File: src/hw/rtl/hsv_pkg.sv
// ----------------------------------------------------------------------------
// hsv_pkg
// shared types and constants of the hsv to rgb pixel writer pipeline
// ----------------------------------------------------------------------------
package hsv_pkg;

  // number of leds on the strip, indices at or above this are dropped
  localparam logic [7:0] LED_COUNT = 8'd90;

  localparam logic [8:0] HUE_MAX     = 9'd359;
  localparam logic [9:0] HUE_LIMIT   = 10'd360;
  localparam logic [5:0] FRAC_TOP    = 6'd59;
  localparam logic [7:0] LEVEL_FULL  = 8'd255;

  // floor(y/15) == (y*RECIP_15) >> RECIP_SHIFT for y < 2^12
  localparam logic [15:0] RECIP_15    = 16'd34953;
  localparam int          RECIP_SHIFT = 19;

  typedef enum logic [2:0] {
    SEC_RED_YELLOW  = 3'd0,
    SEC_YELLOW_GRN  = 3'd1,
    SEC_GRN_CYAN    = 3'd2,
    SEC_CYAN_BLUE   = 3'd3,
    SEC_BLUE_MAG    = 3'd4,
    SEC_MAG_RED     = 3'd5
  } sector_e;

  // sideband that travels with each beat through the pipeline
  typedef struct packed {
    logic [7:0] led_index;
    logic       in_range;
    logic       grey;
    sector_e    sector;
    logic [7:0] val;
  } pix_ctl_t;

endpackage

File: src/hw/rtl/hsv_front.sv
// ----------------------------------------------------------------------------
// hsv_front
// first stage: led index, range check, hue clamp and sector split
// ----------------------------------------------------------------------------
module hsv_front (
  input  logic              clk_i,
  input  logic              rst_ni,
  input  logic              adv_i,
  input  logic              valid_i,
  input  logic [4:0]        column_i,
  input  logic [2:0]        row_i,
  input  logic [9:0]        hue_i,
  input  logic [7:0]        saturation_i,
  input  logic [7:0]        brightness_i,
  output logic              valid_o,
  output hsv_pkg::pix_ctl_t ctl_o,
  output logic [5:0]        frac_o,
  output logic [7:0]        sat_o
);

  logic              valid_q;
  hsv_pkg::pix_ctl_t ctl_d, ctl_q;
  logic [5:0]        frac_d, frac_q;
  logic [7:0]        sat_q;
  logic [8:0]        hue_c;
  logic [8:0]        base;
  logic [8:0]        frac_w;
  hsv_pkg::sector_e  sector;

  always_comb begin
    hue_c = (hue_i >= hsv_pkg::HUE_LIMIT) ? hsv_pkg::HUE_MAX : hue_i[8:0];
    priority if (hue_c >= 9'd300) begin
      sector = hsv_pkg::SEC_MAG_RED;
      base   = 9'd300;
    end else if (hue_c >= 9'd240) begin
      sector = hsv_pkg::SEC_BLUE_MAG;
      base   = 9'd240;
    end else if (hue_c >= 9'd180) begin
      sector = hsv_pkg::SEC_CYAN_BLUE;
      base   = 9'd180;
    end else if (hue_c >= 9'd120) begin
      sector = hsv_pkg::SEC_GRN_CYAN;
      base   = 9'd120;
    end else if (hue_c >= 9'd60) begin
      sector = hsv_pkg::SEC_YELLOW_GRN;
      base   = 9'd60;
    end else begin
      sector = hsv_pkg::SEC_RED_YELLOW;
      base   = 9'd0;
    end
    frac_w = hue_c - base;
    frac_d = frac_w[5:0];

    // 6*column + row, at most 193 so 8 bits never wrap
    ctl_d.led_index = {1'b0, column_i, 2'b00} + {2'b00, column_i, 1'b0} + {5'd0, row_i};
    ctl_d.in_range  = (ctl_d.led_index < hsv_pkg::LED_COUNT);
    ctl_d.grey      = (saturation_i == 8'd0);
    ctl_d.sector    = sector;
    ctl_d.val       = brightness_i;
  end

  always_ff @(posedge clk_i or negedge rst_ni) begin
    if (!rst_ni) begin
      valid_q <= 1'b0;
    end else if (adv_i) begin
      valid_q <= valid_i;
    end
  end

  always_ff @(posedge clk_i) begin
    if (adv_i) begin
      ctl_q  <= ctl_d;
      frac_q <= frac_d;
      sat_q  <= saturation_i;
    end
  end

  assign valid_o = valid_q;
  assign ctl_o   = ctl_q;
  assign frac_o  = frac_q;
  assign sat_o   = sat_q;

endmodule

File: src/hw/rtl/hsv_level.sv
// ----------------------------------------------------------------------------
// hsv_level
// three stages computing the p, q and t levels from v, s and the hue remainder
// ----------------------------------------------------------------------------
module hsv_level (
  input  logic              clk_i,
  input  logic              rst_ni,
  input  logic              adv_i,
  input  logic              valid_i,
  input  hsv_pkg::pix_ctl_t ctl_i,
  input  logic [5:0]        frac_i,
  input  logic [7:0]        sat_i,
  output logic              valid_o,
  output hsv_pkg::pix_ctl_t ctl_o,
  output logic [7:0]        p_o,
  output logic [7:0]        q_o,
  output logic [7:0]        t_o
);

  // stage a: products s*f, s*(59-f) and the p level
  logic              a_valid_q;
  hsv_pkg::pix_ctl_t a_ctl_q;
  logic [13:0]       a_prod_q_d, a_prod_q_q;
  logic [13:0]       a_prod_t_d, a_prod_t_q;
  logic [15:0]       a_p_full;
  logic [7:0]        a_p_q;
  logic [5:0]        frac_inv;

  // stage b: divide both products by 60
  logic              b_valid_q;
  hsv_pkg::pix_ctl_t b_ctl_q;
  logic [27:0]       b_mul_q, b_mul_t;
  logic [7:0]        b_qd_q, b_td_q, b_p_q;

  // stage c: scale v by 255 minus each quotient
  logic              c_valid_q;
  hsv_pkg::pix_ctl_t c_ctl_q;
  logic [15:0]       c_q_full, c_t_full;
  logic [7:0]        c_p_q, c_q_q, c_t_q;

  always_comb begin
    frac_inv   = hsv_pkg::FRAC_TOP - frac_i;
    a_prod_q_d = {6'd0, sat_i} * {8'd0, frac_i};
    a_prod_t_d = {6'd0, sat_i} * {8'd0, frac_inv};
    a_p_full   = {8'd0, ctl_i.val} * {8'd0, (hsv_pkg::LEVEL_FULL - sat_i)};
  end

  // x/60 as (x/4)/15, the quotient is at most 250
  always_comb begin
    b_mul_q = {16'd0, a_prod_q_q[13:2]} * {12'd0, hsv_pkg::RECIP_15};
    b_mul_t = {16'd0, a_prod_t_q[13:2]} * {12'd0, hsv_pkg::RECIP_15};
  end

  always_comb begin
    c_q_full = {8'd0, b_ctl_q.val} * {8'd0, (hsv_pkg::LEVEL_FULL - b_qd_q)};
    c_t_full = {8'd0, b_ctl_q.val} * {8'd0, (hsv_pkg::LEVEL_FULL - b_td_q)};
  end

  always_ff @(posedge clk_i or negedge rst_ni) begin
    if (!rst_ni) begin
      a_valid_q <= 1'b0;
      b_valid_q <= 1'b0;
      c_valid_q <= 1'b0;
    end else if (adv_i) begin
      a_valid_q <= valid_i;
      b_valid_q <= a_valid_q;
      c_valid_q <= b_valid_q;
    end
  end

  always_ff @(posedge clk_i) begin
    if (adv_i) begin
      a_ctl_q    <= ctl_i;
      a_prod_q_q <= a_prod_q_d;
      a_prod_t_q <= a_prod_t_d;
      a_p_q      <= a_p_full[15:8];

      b_ctl_q    <= a_ctl_q;
      b_qd_q     <= b_mul_q[hsv_pkg::RECIP_SHIFT +: 8];
      b_td_q     <= b_mul_t[hsv_pkg::RECIP_SHIFT +: 8];
      b_p_q      <= a_p_q;

      c_ctl_q    <= b_ctl_q;
      c_p_q      <= b_p_q;
      c_q_q      <= c_q_full[15:8];
      c_t_q      <= c_t_full[15:8];
    end
  end

  assign valid_o = c_valid_q;
  assign ctl_o   = c_ctl_q;
  assign p_o     = c_p_q;
  assign q_o     = c_q_q;
  assign t_o     = c_t_q;

endmodule

File: src/hw/rtl/hsv_to_rgb_pixel_writer.sv
// ----------------------------------------------------------------------------
// hsv_to_rgb_pixel_writer
// converts a matrix coordinate and an hsv color into an led index and rgb
// ----------------------------------------------------------------------------
//
//  channel   direction  handshake              payload
//  -------   ---------  ---------------------  --------------------------------
//  in        sink       in_valid_i/in_stall_o  column, row, hue, saturation,
//                                              brightness
//  out       source     out_valid_o/out_stall_i led_index, in_range, red,
//                                              green, blue
//
//  one beat per cycle while not stalled, five register stages from input to output beat
//  the pipeline moves as a whole whenever the output register is empty or taken
//  the stall toward the input is the only path from out_stall_i, there is no
//  combinational path from in_valid_i to out_valid_o
//  reset clears the valid bits of all five stages, the payload is not reset
//
module hsv_to_rgb_pixel_writer (
  input  logic       clk_i,
  input  logic       rst_ni,

  input  logic       in_valid_i,
  output logic       in_stall_o,
  input  logic [4:0] column_i,
  input  logic [2:0] row_i,
  input  logic [9:0] hue_i,
  input  logic [7:0] saturation_i,
  input  logic [7:0] brightness_i,

  output logic       out_valid_o,
  input  logic       out_stall_i,
  output logic [7:0] led_index_o,
  output logic       in_range_o,
  output logic [7:0] red_o,
  output logic [7:0] green_o,
  output logic [7:0] blue_o
);

  // global advance: the output register is free or its beat leaves now
  logic              adv;

  logic              f_valid;
  hsv_pkg::pix_ctl_t f_ctl;
  logic [5:0]        f_frac;
  logic [7:0]        f_sat;

  logic              l_valid;
  hsv_pkg::pix_ctl_t l_ctl;
  logic [7:0]        l_p, l_q, l_t;

  logic              out_valid_q;
  logic [7:0]        led_index_d, led_index_q;
  logic              in_range_d, in_range_q;
  logic [7:0]        red_d, red_q;
  logic [7:0]        green_d, green_q;
  logic [7:0]        blue_d, blue_q;

  assign adv        = !out_valid_q || !out_stall_i;
  assign in_stall_o = !adv;

  // stage 1: index, range and sector
  hsv_front u_front (
    .clk_i        (clk_i),
    .rst_ni       (rst_ni),
    .adv_i        (adv),
    .valid_i      (in_valid_i),
    .column_i     (column_i),
    .row_i        (row_i),
    .hue_i        (hue_i),
    .saturation_i (saturation_i),
    .brightness_i (brightness_i),
    .valid_o      (f_valid),
    .ctl_o        (f_ctl),
    .frac_o       (f_frac),
    .sat_o        (f_sat)
  );

  // stages 2 to 4: p, q and t levels
  hsv_level u_level (
    .clk_i   (clk_i),
    .rst_ni  (rst_ni),
    .adv_i   (adv),
    .valid_i (f_valid),
    .ctl_i   (f_ctl),
    .frac_i  (f_frac),
    .sat_i   (f_sat),
    .valid_o (l_valid),
    .ctl_o   (l_ctl),
    .p_o     (l_p),
    .q_o     (l_q),
    .t_o     (l_t)
  );

  // stage 5: six-sector placement, grey bypass and out-of-range zeroing
  always_comb begin
    red_d   = l_ctl.val;
    green_d = l_ctl.val;
    blue_d  = l_ctl.val;
    if (!l_ctl.grey) begin
      unique case (l_ctl.sector)
        hsv_pkg::SEC_RED_YELLOW: begin
          red_d = l_ctl.val; green_d = l_t;       blue_d = l_p;
        end
        hsv_pkg::SEC_YELLOW_GRN: begin
          red_d = l_q;       green_d = l_ctl.val; blue_d = l_p;
        end
        hsv_pkg::SEC_GRN_CYAN: begin
          red_d = l_p;       green_d = l_ctl.val; blue_d = l_t;
        end
        hsv_pkg::SEC_CYAN_BLUE: begin
          red_d = l_p;       green_d = l_q;       blue_d = l_ctl.val;
        end
        hsv_pkg::SEC_BLUE_MAG: begin
          red_d = l_t;       green_d = l_p;       blue_d = l_ctl.val;
        end
        default: begin
          red_d = l_ctl.val; green_d = l_p;       blue_d = l_q;
        end
      endcase
    end
    led_index_d = l_ctl.led_index;
    in_range_d  = l_ctl.in_range;
    // dropped pixel: everything reads zero
    if (!l_ctl.in_range) begin
      led_index_d = 8'd0;
      red_d       = 8'd0;
      green_d     = 8'd0;
      blue_d      = 8'd0;
    end
  end

  always_ff @(posedge clk_i or negedge rst_ni) begin
    if (!rst_ni) begin
      out_valid_q <= 1'b0;
    end else if (adv) begin
      out_valid_q <= l_valid;
    end
  end

  always_ff @(posedge clk_i) begin
    if (adv) begin
      led_index_q <= led_index_d;
      in_range_q  <= in_range_d;
      red_q       <= red_d;
      green_q     <= green_d;
      blue_q      <= blue_d;
    end
  end

  assign out_valid_o = out_valid_q;
  assign led_index_o = led_index_q;
  assign in_range_o  = in_range_q;
  assign red_o       = red_q;
  assign green_o     = green_q;
  assign blue_o      = blue_q;

  // a dropped pixel carries an all-zero beat
  a_drop_zero: assert property (@(posedge clk_i) disable iff (!rst_ni)
    out_valid_o && !in_range_o |->
      led_index_o == 8'd0 && red_o == 8'd0 && green_o == 8'd0 && blue_o == 8'd0)
    else $error("dropped pixel with nonzero payload");

  // a kept pixel has an index below the led count
  a_index_bound: assert property (@(posedge clk_i) disable iff (!rst_ni)
    out_valid_o && in_range_o |-> led_index_o < hsv_pkg::LED_COUNT)
    else $error("in-range pixel with index beyond led count");

  // input is never held off while the output drains
  a_no_false_stall: assert property (@(posedge clk_i) disable iff (!rst_ni)
    !out_stall_i |-> !in_stall_o)
    else $error("input stalled while output free");

  // a beat held at the output keeps the whole pipeline frozen
  a_hold_pipe: assert property (@(posedge clk_i) disable iff (!rst_ni)
    out_valid_o && out_stall_i |=> out_valid_o && $stable(l_valid) && $stable(f_valid))
    else $error("pipeline moved during output stall");

endmodule

File: config.mk
export PLATFORM = sky130hd
export DESIGN_NAME = hsv_to_rgb_pixel_writer
export DESIGN_NICKNAME = d
export VERILOG_FILES = /design/src/hw/rtl/hsv_pkg.sv /design/src/hw/rtl/hsv_front.sv /design/src/hw/rtl/hsv_level.sv /design/src/hw/rtl/hsv_to_rgb_pixel_writer.sv
export SDC_FILE = /design/constraint.sdc
export NUM_CORES = 1
export LEC_CHECK = 0
export BUFFER_PORTS_ARGS = -buffer_cell sky130_fd_sc_hd__buf_4
export CAP_MARGIN = 20
export CORE_MARGIN = 5
export CORE_UTILIZATION = 40
export CTS_CLUSTER_SIZE = 14
export DETAILED_ROUTE_END_ITERATION = 10
export HOLD_SLACK_MARGIN = 0.03
export PLACE_DENSITY = 0.62
export SETUP_SLACK_MARGIN = 0.02
export SLEW_MARGIN = 0
export SYNTH_ARGS = -nofsm -noshare
export SYNTH_HDL_FRONTEND = slang
export SYNTH_SLANG_ARGS = --single-unit
File: constraint.sdc
create_clock -name clk_i -period 6.91 [get_ports clk_i]
set_clock_uncertainty 0.05 [all_clocks]
set_input_delay 0 -clock clk_i [delete_from_list [all_inputs] [get_ports clk_i]]
set_output_delay 0 -clock clk_i [all_outputs]
set_load 0.1 [all_outputs]
==> run metrics <==
first-pass GRT wire length=64,490 um; number of synthesized flops with an enable pin=211; combined global-route utilization of all metal layers=14.51%; TritonCTS clock tree=done; CP startpoint kind=register; input/output buffers=72; kind of path behind the tightest hold check=in2reg; part of the Yosys area used for sequential elements=33.36%; dominant cell type by count on the critical path=fa_1; initial antenna violation count=0; wirelength, routed=37,570 um; setup repair after global routing missed its margin=false; Core Box Area=0.04785 mm2; via density per instance=4.987; most used flip-flop cell after synthesis=edfxtp_1; sum of buffers and inverters on the critical path=2; Layout Cell Area excl Fill=0.02178 mm2; 1st-pass router iterations=5; top achievable clock speed=189.9 MHz; CP endpoint kind=register; Routed wire per std cell=15.20 um; Slowest cell on crit path=edfxtp_1; required time at the endpoint of the critical path=7.15 ns; flip-flop and latch count after synthesis=216; Max-Slew Margin vs Limit=26.18%; CTS H-tree lvls=1; count of maximum capacitance violations=0; Crit Path Class=reg2reg; Die Wd=230.0 um; Post-Synthesis Cell Area=0.01937 mm2; slew at the pin closest to its max-slew limit=1.103 ns; sum of net half-perimeters after detailed placement=29,090 um; worst slack on hold paths=0.05155 ns; placed cell count=2,386; non-filler instance count after layout=2,472; number of rows created at floorplan=80; Routability Congestion=0.8149; Synth Net Count=2,210; minimum setup slack among reg-to-reg paths=1.64 ns; Syn. warnings=0; critical path cell sequence=nor2b_1 -> fa_1 -> inv_1 -> fa_1 -> inv_1 -> fa_1 -> fa_1 -> ha_1 -> a21o_1 -> a21o_1 -> a21o_1 -> a32o_1 -> o41a_1 -> nor4_1 -> nor3_1; Antenna Nets Post-Route=0; vias in the first global route=13,100; pins over their slew limit=0; pin count of the biggest net entering global routing=99; average instance area after synthesis=11.17 um2; result of the run=completed; total negative slack for setup checks=0 ns; critical path's top delay family=adder cells; post-route fraction of the period consumed by the critical path=76.22%; starting density of the core=40.48%; number of buffers on the longest clock path=3; area grow syn2layout=12.48%; total number of vias=12,330; number of clock sinks seen by CTS=216; FFs w/ async S/R, synth=2.315%; distinct cell type count of the synthesized netlist=56; total count of hold-check failures in the final report=0; number of nets in the layout=2,314; final critical path time including I/O delays and setup=5.267 ns; diode count=0; # IOs=73; die area=0.05292 mm2; Worst path max stage delay=0.81 ns; drc violations=0; initial DRC count=664; die height=230.0 um; share of post-route cells with drive strength above 1=6.785%; Worst Path Arrival=5.50 ns; maximum fanout along the worst path=19; overall overflow remaining after global route=0; setup violators final=0; Root Buffer=clkbuf_16; TritonCTS buffer count=25; Worst-path clk slew=0.07 ns; clock latency at the later pin of the worst-skew pair=0.55 ns; synthesized instance count=1,734; cell area after placement=0.02058 mm2
metrics by stage:
stage | worst slack, ns | util, %
3_3_place_gp | 1.777 | 43.02
3_5_place_dp | 1.605 | 43.02
6_report | 1.643 | 45.53
5_1_grt | 1.322 | 45.53
4_1_cts | 1.614 | 45.53
2_1_floorplan | 1.885 | -
kinds of logic after synthesis:
| family | after synthesis | synth area share [%] |
|---|---|---|
| simple gates | 440 | 13.06 |
| flops | 216 | 33.36 |
| compound gates | 206 | 7.088 |
| xor+xnor | 63 | 2.849 |
| mux | 28 | 1.473 |
| fa+ha+maj | 438 | 35.51 |
| buf+inv | 343 | 6.661 |
timing repair:
item	4_1_cts	5_1_grt
buffers inserted	0	0
hold endpoints to repair	37	0
resized for setup	0	0
hold buffers	40	0
sequential cells by signal, indices dropped and copies added (netlist names), 12 cells and up:
signal              cells
u_level.a_ctl_q        21
u_level.a_prod_t_q     12
u_front.ctl_o          21
u_level.a_prod_q_q     12
u_level.b_ctl_q        21
u_level.ctl_o          21
worst min-delay path, cell delays in order:
cell and delay, ns:
buf_4 0.13, inv_1 0.05, ha_1 0.18, xnor2_1 0.12
cell usage after synthesis, types with 16 or more instances:
library cell  instances  share of area [%]
mux2i_1              24                1.2
inv_1               302                5.9
ha_1                252                 16
fa_1                186                 19
xor2_1               24                1.1
nor2_1               18               0.35
edfxtp_1            211                 33
a21oi_1              44                1.1
nor2b_1             159                5.1
clkbuf_1             35               0.68
nand2_1              77                1.5
and2_1               43                1.4
nand2b_1             72                2.3
a31oi_1              16               0.52
a21o_1               26                1.0
xnor2_1              39                1.8
o21ai_0              43                1.1
path summary, 6_finish.rpt:
check / start / endpoint / cells after the start
min in group asynchronous: rst_ni / out_valid_o$_DFFE_PN0N_ / 3
hold / removal: column_i[3] / u_front.ctl_o[19]$_DFFE_PN_ / 4
hold reg to reg: u_level.a_p_q[1]$_DFFE_PN_ / u_level.b_p_q[1]$_DFFE_PN_ / 0
max in group asynchronous: rst_ni / u_level.b_valid_q$_DFFE_PN0N_ / 3
setup reg to reg: u_front.sat_o[4]$_DFFE_PN_ / u_level.a_p_q[7]$_DFFE_PN_ / 15
setup / recovery: u_front.sat_o[4]$_DFFE_PN_ / u_level.a_p_q[7]$_DFFE_PN_ / 15
cells in the final DEF (no fill, tap or decap), drive strengths merged, types with 10 or more instances in the layout:
| master | instances |
|---|---|
| xor2 | 24 |
| dlygate4sd3 | 40 |
| xnor2 | 39 |
| nand2b | 72 |
| nor2 | 18 |
| clkbuf | 30 |
| mux2i | 24 |
| a21oi | 44 |
| a21o | 26 |
| nand2 | 77 |
| buf | 78 |
| inv | 303 |
| ha | 252 |
| nor2b | 159 |
| nand3 | 11 |
| o211ai | 13 |
| a31oi | 16 |
| a221oi | 10 |
| o21ai | 43 |
| or3 | 13 |
| fa | 186 |
| edfxtp | 211 |
| and2 | 43 |
| nor3 | 12 |
final cells by class:
type	count	area, um2
clock inverters	16	156.4
repair buffers	118	985.9
multi-input cells	1175	11630
inverters	302	1134
fillers	4375	26060
flip-flops and latches	216	6461
well taps	615	769.5
clock buffers	30	644.4
layer usage:
| layer | up-vias | share of wire, % | GRT usage (%) |
|---|---|---|---|
| li1 | 6011 | - | - |
| met3 | 52 | 3.0 | 1.974 |
| met2 | 183 | 50 | 25.83 |
| met4 | 0 | 2.0 | 2.746 |
| met5 | - | 0 | 0 |
| met1 | 6082 | 45 | 19.16 |
Power is left out: the tool's default activity adds up to more than one toggle a clock period on the data nets, which glitch-free logic cannot reach.
